<file path="config.mk">
export PLATFORM = sky130hd
export DESIGN_NAME = abpw_blend
export DESIGN_NICKNAME = d
export VERILOG_FILES = /design/src/hdl/abpw_pkg.sv /design/src/hdl/abpw_blend.sv
export SDC_FILE = /design/constraint.sdc
export NUM_CORES = 1
export LEC_CHECK = 0
export ABC_AREA = 1
export BUFFER_PORTS_ARGS = -buffer_cell sky130_fd_sc_hd__buf_2
export CORE_MARGIN = 2
export CORE_UTILIZATION = 30
export DETAILED_ROUTE_END_ITERATION = 10
export GPL_TIMING_DRIVEN = 0
export PLACE_DENSITY = 0.54
export SETUP_SLACK_MARGIN = 0.3
export SYNTH_ARGS = -nofsm -noshare
export SYNTH_HDL_FRONTEND = slang
export SYNTH_SLANG_ARGS = --single-unit
</file>
<file path="constraint.sdc">
create_clock -name i_clk -period 18.6 [get_ports i_clk]
set_input_delay 3.72 -clock i_clk [delete_from_list [all_inputs] [get_ports i_clk]]
set_output_delay 3.72 -clock i_clk [all_outputs]
set_load 0.01 [all_outputs]
</file>
<file path="src/hdl/abpw_pkg.sv">
`timescale 1ns / 1ps
// ----------------------------------------------------------------------------
// abpw_pkg
// Shared types and constants of the alpha blend pixel writer.
// ----------------------------------------------------------------------------
package abpw_pkg;

    localparam int MAX_WIDTH   = 1024;
    localparam int MAX_HEIGHT  = 1024;
    localparam int STORE_DEPTH = MAX_WIDTH * MAX_HEIGHT;
    localparam int ADDR_W      = (STORE_DEPTH > 1) ? $clog2(STORE_DEPTH) : 1;

    localparam int CFG_W     = 11;
    localparam int CFG_IDX_W = 2;
    localparam int SZ_W      = 13;
    localparam int POS_W     = 16;
    localparam int CH_W      = 8;
    localparam int RGB_W     = 3 * CH_W;
    localparam int PIX_W     = 20;
    localparam int SUM_W     = 2 * CH_W;

    localparam logic [CH_W-1:0] FULL_OPACITY = 8'hFF;

    localparam logic [CFG_W-1:0] WIDTH_RESET  = 11'd640;
    localparam logic [CFG_W-1:0] HEIGHT_RESET = 11'd480;

    localparam logic [CFG_IDX_W-1:0] REG_WIDTH  = 2'd0;
    localparam logic [CFG_IDX_W-1:0] REG_HEIGHT = 2'd1;

    localparam logic CMD_BLEND = 1'b0;
    localparam logic CMD_READ  = 1'b1;

    typedef enum logic [1:0] {
        ST_WRITTEN = 2'd0,
        ST_SKIPPED = 2'd1,
        ST_OOB     = 2'd2,
        ST_READ    = 2'd3
    } t_status;

    typedef enum logic [2:0] {
        S_CLEAR,
        S_IDLE,
        S_INDEX,
        S_READ,
        S_MUL,
        S_DIV,
        S_OUT
    } t_state;

endpackage

</file>
<file path="src/hdl/abpw_blend.sv">
`timescale 1ns / 1ps
// ----------------------------------------------------------------------------
// abpw_blend
// Source-over blend of three 8-bit channels with exact division by 255.
// ----------------------------------------------------------------------------
module abpw_blend (
    input  logic                       i_clk,
    input  logic                       i_en,
    input  logic [abpw_pkg::RGB_W-1:0] i_old,
    input  logic [abpw_pkg::RGB_W-1:0] i_src,
    input  logic [abpw_pkg::CH_W-1:0]  i_alpha,
    output logic [abpw_pkg::RGB_W-1:0] o_rgb
);

    logic [abpw_pkg::SUM_W-1:0] r_sum [3];
    logic [abpw_pkg::CH_W-1:0]  inv_alpha;
    logic [abpw_pkg::SUM_W:0]   q_tmp [3];

    assign inv_alpha = abpw_pkg::FULL_OPACITY - i_alpha;

    always_ff @(posedge i_clk) begin
        if (i_en) begin
            for (int c = 0; c < 3; c++) begin
                r_sum[c] <= abpw_pkg::SUM_W'(i_old[c*abpw_pkg::CH_W +: abpw_pkg::CH_W])
                                * abpw_pkg::SUM_W'(inv_alpha)
                          + abpw_pkg::SUM_W'(i_src[c*abpw_pkg::CH_W +: abpw_pkg::CH_W])
                                * abpw_pkg::SUM_W'(i_alpha);
            end
        end
    end

    // Exact floor(v / 255) for v up to 255 * 255.
    always_comb begin
        for (int c = 0; c < 3; c++) begin
            q_tmp[c] = (abpw_pkg::SUM_W+1)'(r_sum[c])
                     + (abpw_pkg::SUM_W+1)'(r_sum[c] >> abpw_pkg::CH_W)
                     + (abpw_pkg::SUM_W+1)'(1);
            o_rgb[c*abpw_pkg::CH_W +: abpw_pkg::CH_W] =
                q_tmp[c][abpw_pkg::CH_W +: abpw_pkg::CH_W];
        end
    end

endmodule

</file>
# [Word level (Yosys, flattened, before mapping)]
# Memories as Yosys holds them, arrays and structs flattened.
# Cells that the tools add are included.
# W data, S select, Z words.
[word_totals] out_inout_bits=24 mem_bits_rw=48 word_cells=19 register_bits=0 mem_count=1 input_bits=58
[classes] mul=6 mux=2 addsub=10
[mem_list] name="r_sum" words=3 word_bits=16 read_ports=3 rd_ports_with_merged_regs=0 wr=3 line="abpw_blend.sv:15" rtl="logic [abpw_pkg::SUM_W-1:0] r_sum [3];"
[op_table] operator="$mul A8 B8 Y16" count=6
[op_table] operator="$add A16 B1 Y16 const B" count=3
[op_table] operator="$add A16 B16 Y16" count=3
[op_table] operator="$add A16 B8 Y16" count=3
[op_table] operator="$sub A8 B8 Y8 const A" count=1
[op_table] operator="$mux W1" count=2

# [Logic depth before layout (Yosys ltp)]
# Gate-level depths: netlist of the first run.
[logic_depth] ltp_word=3 ltp_mapped=25 ltp_nobuf=23

# [Worst setup path after synthesis of the first run]
# No wires, ideal clock.
[synth_path] path_type="in2reg" startpoint="input i_alpha[1] (netlist bit)" endpoint="memory r_sum[0][15] (netlist bit), data pin" path_slack_ps=10089 arrival_ps=8259 setup_ps=252 n_path_buf=2 path_stages=21 t_required_ps=18348 cell_sequence="buf_2 > inv_1 > clkbuf_1 > nand2_1 > fa_1 > fa_1 > inv_1 > fa_1 > fa_1 > fa_1 > inv_1 > fa_1 > inv_1 > ha_1 > nand2_1 > inv_1 > nand2_1 > nor3_1 > nand2_1 > nand3_1 > nand2_1"
[synth_rtl] element="start, declared" line="abpw_blend.sv:11" rtl="input logic [abpw_pkg::CH_W-1:0] i_alpha,"
[synth_rtl] element="end, declared" line="abpw_blend.sv:15"

==> results of run 1 <==
## synth_stat cells, drive strengths merged
master	number	area share, %
a21boi	2	0.088
a21o	3	0.13
a21oi	33	0.97
and2	8	0.32
buf	15	0.40
clkbuf	48	1.1
clkinv	3	0.066
conb	1	0.022
edfxtp	48	8.5
fa	288	34
ha	207	15
inv	736	16
nand2	636	14
nand3	72	2.1
nand3b	5	0.22
nand4	14	0.51
nor2	186	4.1
nor3	10	0.29
o21ai	9	0.26
o21bai	5	0.22
or2	4	0.15
xnor2	10	0.51
xor2	14	0.72
## worst paths after layout
path                        from            to  slack, ns  cells after the start
worst max-delay path  i_alpha[7]  r_sum[0][15]       9.51                     21
worst min-delay path    i_src[8]  r_sum[0][16]       3.90                      3
## cell families after synthesis
logic type / Yosys count / synth area share [%]
flops: 48 / 8.47
simple gates: 935 / 21.7
fa+ha+maj: 495 / 49.1
xor+xnor: 24 / 1.23
compound gates: 52 / 1.68
other cells: 1 / 0.0220
buf+inv: 802 / 17.8
## per-layer routing
metal	vias to the layer above	wire length [um]	track usage, %
met1	6761	20700	22.4
met4	4	576	3.23
li1	6844	-	-
met5	-	17	0
met2	358	20200	26.3
met3	34	3150	2.17
## final cells by class
type,instances,area (um2),area share (%)
antenna,3,7.51,0.0407
inverter,739,2770,15.1
sequential,48,1440,7.82
clock buffer,5,125,0.679
tap,756,946,5.13
buffer,63,255,1.39
clock inverter,3,68.8,0.373
timing repair buffer,49,245,1.33
multi-input combinational,1509,12600,68.2
## per-stage QoR
step / cell area [um2] / hold slack (ns)
3_5_place_dp: 18200 / 4.20
6_report: 18400 / 3.90
3_3_place_gp: 18200 / 4.20
2_1_floorplan: 17000 / 3.83
5_1_grt: 18400 / 3.95
4_1_cts: 18400 / 3.88
==> flow_summary.ini, run 1 <==
[routing]
final_antenna_net_count = 0
wire_per_inst_um = 14.1
avgViaCountPerCell = 4.41
dr.pass1.iters = 5
wl_um = 44700
drc = 0
routed-via-count = 14000
first_iter_violations = 828

[critical_path]
cp_data_required_time_ns = 18.66
critPathBufInv = 7
crit_path_max_incr_delay_ns = 0.70
critPathKind = in -> reg
arrival_ns = 9.15
cp-start-kind = primary input
cpMaxStageDelayCell = clkbuf_1
cp-end-kind = flop
cp_common_cell = fa_1
crit_fanout = 10
crit_family = adder cells
path_cells = buf_2 -> inv_1 -> clkbuf_1 -> nand2_1 -> fa_1 -> inv_1 -> fa_1 -> fa_1 -> fa_1 -> fa_1 -> inv_1 -> fa_1 -> inv_1 -> ha_1 -> nand2_1 -> inv_1 -> nand2_1 -> nor3_1 -> nand2_1 -> nand3_1 -> nand2_1

[clock_network]
clockRootBuffer = clkbuf_16
cts_hold_buf = 0
cts_resized = 0
h-tree-depth = 2
cts.reportedPaths.clkPinSlew_ns = 0.07
cts_buffer_depth = 2
cts_tree = yes
cts_made_buffers = 5
post-cts-setup-buffers = 0
cts.sinks = 48

[cells_and_area]
finish.utilization_pct = 32.7
final_net_count = 2968
drive_gt1_share_pct = 3.06
mostFrequentLayoutCell = inv_1
area_delta_synth_final_pct = 8.22
fillerInstances = 6084
largest-register = r_sum
largest_registers = r_sum (48)
fin_cells = 3175
layout_common_cells = inv_1 (736), nand2_1 (636), fa_1 (288), ha_1 (207), nor2_1 (186)
largest_reg_flops = 48

[die]
initial_utilization_pct = 30.3
ioPinCount = 82
die_w_um = 242
core-area_um2 = 56300
die_area_um2 = 58700
rows = 87
die_h_um = 242

[global_route]
grt-ovfl-total = 0
grt_pass1_wl_um = 74900
grt_pass1_vias = 14500
grt_max_degree = 49
antenna_found_initial = 5
grt_usage_pct = 16.0

[placement]
dpl.hpwl_um = 38600
gp_congestion = 0.886
pre_cts_slack_ns = 9.15
port_buffers = 49
placed_cells = 3164

[timing]
finalMaxSlewViolations = 0
fin_ws_ns = 9.51
finalHoldViolations = 0
max_freq_mhz = 110
timing.final.crit_share_pct = 48.9
fin_setup_tns_ns = 0
fin_crit_ns = 9.09
rsz0062_at_grt = no
worst_pin_slew_ns = 1.19
slew_headroom_pct = 20.8
setup_violations = 0

[synth]
ys_seq_area_share_pct = 8.47
syn_avg_cell_area_um2 = 7.22
syn_area_um2 = 17000
ys_types = 26
synth_seq_cells = 48
synthesis.instances = 2357
synth_warnings = 0

[flow_run]
maxCapViolations = 0

[worst_hold_path]
min_path_type = in -> reg

[outcome]
outcome = complete, no violations
Power of run 1 is left out: the tool's default activity adds up to more than one toggle a clock period on the data nets, which glitch-free logic cannot reach.
==> run 2: changes to the inputs <==
Settings changed: PLACE_DENSITY 0.54 to 0.55.
Clock period 18.6 ns to 7.36 ns, I/O delays scaled along.
==> run 2 against run 1 <==
Critical endpoint is now r_sum[0][47]. Design area about the same. Critical path depth rose by 1. Count of clock-buffer cells in the layout is the same. First-iteration DRC count is 14% lower. Worst setup slack worse by 8.8 ns. Global-route usage shrank 0.53 points. Sequential share of layout area hardly changed. Core utilization barely moved. Final cell count about the same. Via count fell by 3.0%. Sequential cell count unchanged. Hold slack got worse by 2.2 ns.
==> flow_summary.ini, run 2 (synthesis gave the netlist of run 1 again) <==
[critical_path]
path_cells = buf_2 -> inv_1 -> clkbuf_1 -> nand2_1 -> fa_1 -> fa_1 -> inv_1 -> fa_1 -> fa_1 -> fa_1 -> inv_1 -> fa_1 -> inv_1 -> ha_1 -> nand2_1 -> nand2_1 -> nand2_1 -> nand2_1 -> a21oi_1 -> nand2_1 -> nand2_1 -> nand2_1
cpMaxStageDelayCell = clkbuf_1
critPathBufInv = 6
cp-end-kind = flop
crit_fanout = 10
cp_common_cell = nand2_1
crit_path_max_incr_delay_ns = 0.61
cp_data_required_time_ns = 7.43
cp-start-kind = primary input
crit_family = adder cells
critPathKind = in -> reg
arrival_ns = 6.73

[timing]
max_freq_mhz = 150
worst_pin_slew_ns = 1.18
finalHoldViolations = 0
setup_violations = 0
slew_headroom_pct = 21.3
fin_setup_tns_ns = 0
timing.final.crit_share_pct = 90.6
fin_crit_ns = 6.67
finalMaxSlewViolations = 0
rsz0062_at_grt = no

[routing]
wl_um = 43400
wire_per_inst_um = 13.7
avgViaCountPerCell = 4.28
final_antenna_net_count = 0
dr.pass1.iters = 4
routed-via-count = 13600
first_iter_violations = 708
drc = 0

[die]
ioPinCount = 82
initial_utilization_pct = 30.3
die_h_um = 242
die_area_um2 = 58700
die_w_um = 242
rows = 87
core-area_um2 = 56300

[clock_network]
cts_buffer_depth = 2
h-tree-depth = 2
cts.reportedPaths.clkPinSlew_ns = 0.07
clockRootBuffer = clkbuf_16
cts_made_buffers = 5
cts.sinks = 48
post-cts-setup-buffers = 0
cts_tree = yes

[placement]
gp_congestion = 0.876
dpl.hpwl_um = 37300
dpl-instance-area_um2 = 18200
port_buffers = 49

[cells_and_area]
largest_reg_flops = 48
multiInputGateArea_um2 = 12600
seq_area_um2 = 1440
final_net_count = 2968
finish.utilization_pct = 32.7
layout_common_cells = inv_1 (736), nand2_1 (636), fa_1 (288), ha_1 (207), nor2_1 (186)
largest_registers = r_sum (48)
area_delta_synth_final_pct = 8.24
final_cell_area_um2 = 18400
mostFrequentLayoutCell = inv_1
drive_gt1_share_pct = 3.23
fillerInstances = 6152
largest-register = r_sum

[global_route]
grt_usage_pct = 15.5
grt-ovfl-total = 0
grt_pass1_wl_um = 71900
grt_pass1_vias = 13800
antenna_found_initial = 3
grt_max_degree = 49

[worst_hold_path]
min_path_type = in -> reg

[outcome]
outcome = complete, no violations

[flow_run]
maxCapViolations = 0
-- run 2: changes by cell type in the layout (fill, tap and decap cells not counted), sizes merged --
| cell | delta |
|---|---|
| diode | -1 |
-- run 2: worst paths after layout --
check	slack, ns	endpoint	start	depth (start not counted)
worst max-delay path	0.69	r_sum[0][47]	i_alpha[2]	22
worst min-delay path	1.67	r_sum[0][16]	i_src[8]	3
-- run 2: through the flow --
stage	hold slack [ns]	setup WS [ns]	std cells
4_1_cts	1.67	0.515	3172
5_1_grt	1.71	0.363	3173
3_5_place_dp	2.00	0.183	3164
3_3_place_gp	2.00	0.175	3164
2_1_floorplan	1.58	1.10	2359
6_report	1.67	0.693	3174
-- run 2: worst min-delay path: cells and delay by family --
kind | cells | cell delay [ns]
and+or+nand+nor | 1 | 0.07
buffers and inverters | 1 | 0.17
AOI/OAI and AO/OA | 1 | 0.13
-- run 2: final cells by class --
type,count,area share (%)
antenna,2,0.0272
buffer,63,1.41
clock buffer,5,0.679
clock inverter,3,0.373
inverter,739,15.1
multi-input combinational,1509,68.2
sequential,48,7.82
tap,756,5.13
timing repair buffer,49,1.33
-- run 2: per-layer routing --
| layer | GRT usage, % | vias up | wire (um) |
|---|---|---|---|
| met4 | 2.78 | 2 | 609 |
| li1 | - | 6828 | - |
| met3 | 1.79 | 33 | 2270 |
| met1 | 21.9 | 6466 | 20600 |
| met5 | 0 | - | 13 |
| met2 | 25.6 | 256 | 19900 |
-- run 2: what timing repair did --
item | 4_1_cts | 5_1_grt
gates resized for setup | 0 | 12
hold buffers | 0 | 0
endpoints found under the setup margin | 0 | 4
Power of run 2 is left out for the same reason.
==> run 3: changes to the inputs <==
Settings changed: CTS_BUF_LIST set to sky130_fd_sc_hd__clkbuf_8 sky130_fd_sc_hd__clkbuf_16, PLACE_DENSITY 0.55 to 0.49.
==> run 3 against run 2 <==
Maximum frequency fell by 2.3%. Critical endpoint unchanged. Sequential cell count did not move. Largest cell class unchanged. Routed wire length rose by 4.6%. Global-route usage rose by 0.59 points. Sequential share of layout area barely moved. Core utilization fell by 0.084 points.
==> flow_summary.ini, run 3 (synthesis gave the netlist of run 1 again) <==
[outcome]
outcome = complete, no violations

[clock_network]
cts_tree = yes
cts.sinks = 48
cts_hold_buf = 0
cts_made_buffers = 5
post-cts-setup-buffers = 0
cts.reportedPaths.clkPinSlew_ns = 0.07
h-tree-depth = 2
clockRootBuffer = clkbuf_16
cts_buffer_depth = 2

[routing]
wire_per_inst_um = 14.3
drc = 0
avgViaCountPerCell = 4.37
routed-via-count = 13900
dr.pass1.iters = 7
wl_um = 45400
first_iter_violations = 720
final_antenna_net_count = 0

[timing]
fin_setup_tns_ns = 0
setup_violations = 0
timing.final.crit_share_pct = 92.8
fin_ws_ns = 0.532
max_freq_mhz = 146
finalMaxSlewViolations = 0
slew_headroom_pct = 21.3
worst_pin_slew_ns = 1.18
fin_crit_ns = 6.83
rsz0062_at_grt = no
finalHoldViolations = 0
holdWs_ns = 1.67

[critical_path]
cp-start-kind = primary input
crit_path_max_incr_delay_ns = 0.80
arrival_ns = 6.88
cp_data_required_time_ns = 7.42
cp-end-kind = flop
crit_fanout = 10
path_cells = clkbuf_1 -> clkbuf_1 -> nor2_1 -> fa_1 -> inv_1 -> fa_1 -> fa_1 -> inv_1 -> fa_1 -> fa_1 -> inv_1 -> fa_1 -> inv_1 -> ha_1 -> nand2_1 -> inv_1 -> nand2_1 -> nand2_1 -> a21oi_1 -> nand2_1 -> nand2_1 -> nand2_1
cpMaxStageDelayCell = clkbuf_1
critPathKind = in -> reg

[die]
rows = 87
ioPinCount = 82
die_h_um = 242
initial_utilization_pct = 30.3
die_w_um = 242
die_area_um2 = 58700
core-area_um2 = 56300

[placement]
pre_cts_slack_ns = 0.126
port_buffers = 49
dpl.hpwl_um = 39100
gp_congestion = 0.868
placed_cells = 3164

[global_route]
grt-ovfl-total = 0
use_met1_pct = 22.7
grt_pass1_vias = 14200
grtUsageMet2_pct = 26.7
antenna_found_initial = 3
grt_pass1_wl_um = 74600
grt_usage_pct = 16.0
grt_busiest_layer = met2
grt_max_degree = 49
met3_usage_pct = 1.96

[cells_and_area]
largest_registers = r_sum (48)
area_delta_synth_final_pct = 7.96
layout_common_cells = inv_1 (736), nand2_1 (636), fa_1 (288), ha_1 (207), nor2_1 (186)
largest_reg_flops = 48
fin_cells = 3174
drive_gt1_share_pct = 3.23
largest-register = r_sum
final_net_count = 2968
mostFrequentLayoutCell = inv_1

[flow_run]
maxCapViolations = 0

[worst_hold_path]
min_path_type = in -> reg
## run 3: cell types whose count changed in the layout (fill, tap and decap cells not counted)
| cell | before | now |
|---|---|---|
| bufinv_16 | 2 | 0 |
| clkinv_2 | 0 | 1 |
| clkinvlp_4 | 0 | 1 |
## run 3: cell type report
class / instances / area (um2)
Clock buffer: 5 / 125
Fill cell: 6144 / 37900
Buffer: 63 / 260
Tap cell: 756 / 946
Inverter: 739 / 2770
Timing Repair Buffer: 49 / 245
Sequential cell: 48 / 1440
Multi-Input combinational cell: 1509 / 12600
Antenna cell: 2 / 5.00
Clock inverter: 3 / 21.3
## run 3: per-layer routing
layer	up-vias	part of all wire [%]
li1	6842	-
met1	6759	47
met2	259	46
met3	21	5.0
met4	4	1.0
met5	-	0.059
## run 3: worst paths after layout
| kind | start | to | slack [ns] | depth (start not counted) |
|---|---|---|---|---|
| worst min-delay path | i_alpha[0] | r_sum[0][0] | 1.67 | 3 |
| worst max-delay path | i_alpha[5] | r_sum[0][47] | 0.53 | 22 |
## run 3: metrics by stage
stage                     cell area [um2]  util (%)
final                               18400      32.7
after global routing                18400      32.7
after CTS                           18400      32.6
after detailed placement            18200      32.4
after global placement              18200      32.4
after floorplan                     17000         -
## run 3: what timing repair did
item | in CTS | in global routing
resized for setup | 0 | 11
setup endpoints to repair | 0 | 15
hold endpoints to repair | 0 | 0
## run 3: critical path: cells and delay by family
family          cells  cell delay, ns
compound gates      1            0.18
fa+ha+maj           7            3.35
buf+inv             7            1.28
simple gates        7            0.60
Power of run 3 is left out for the same reason.
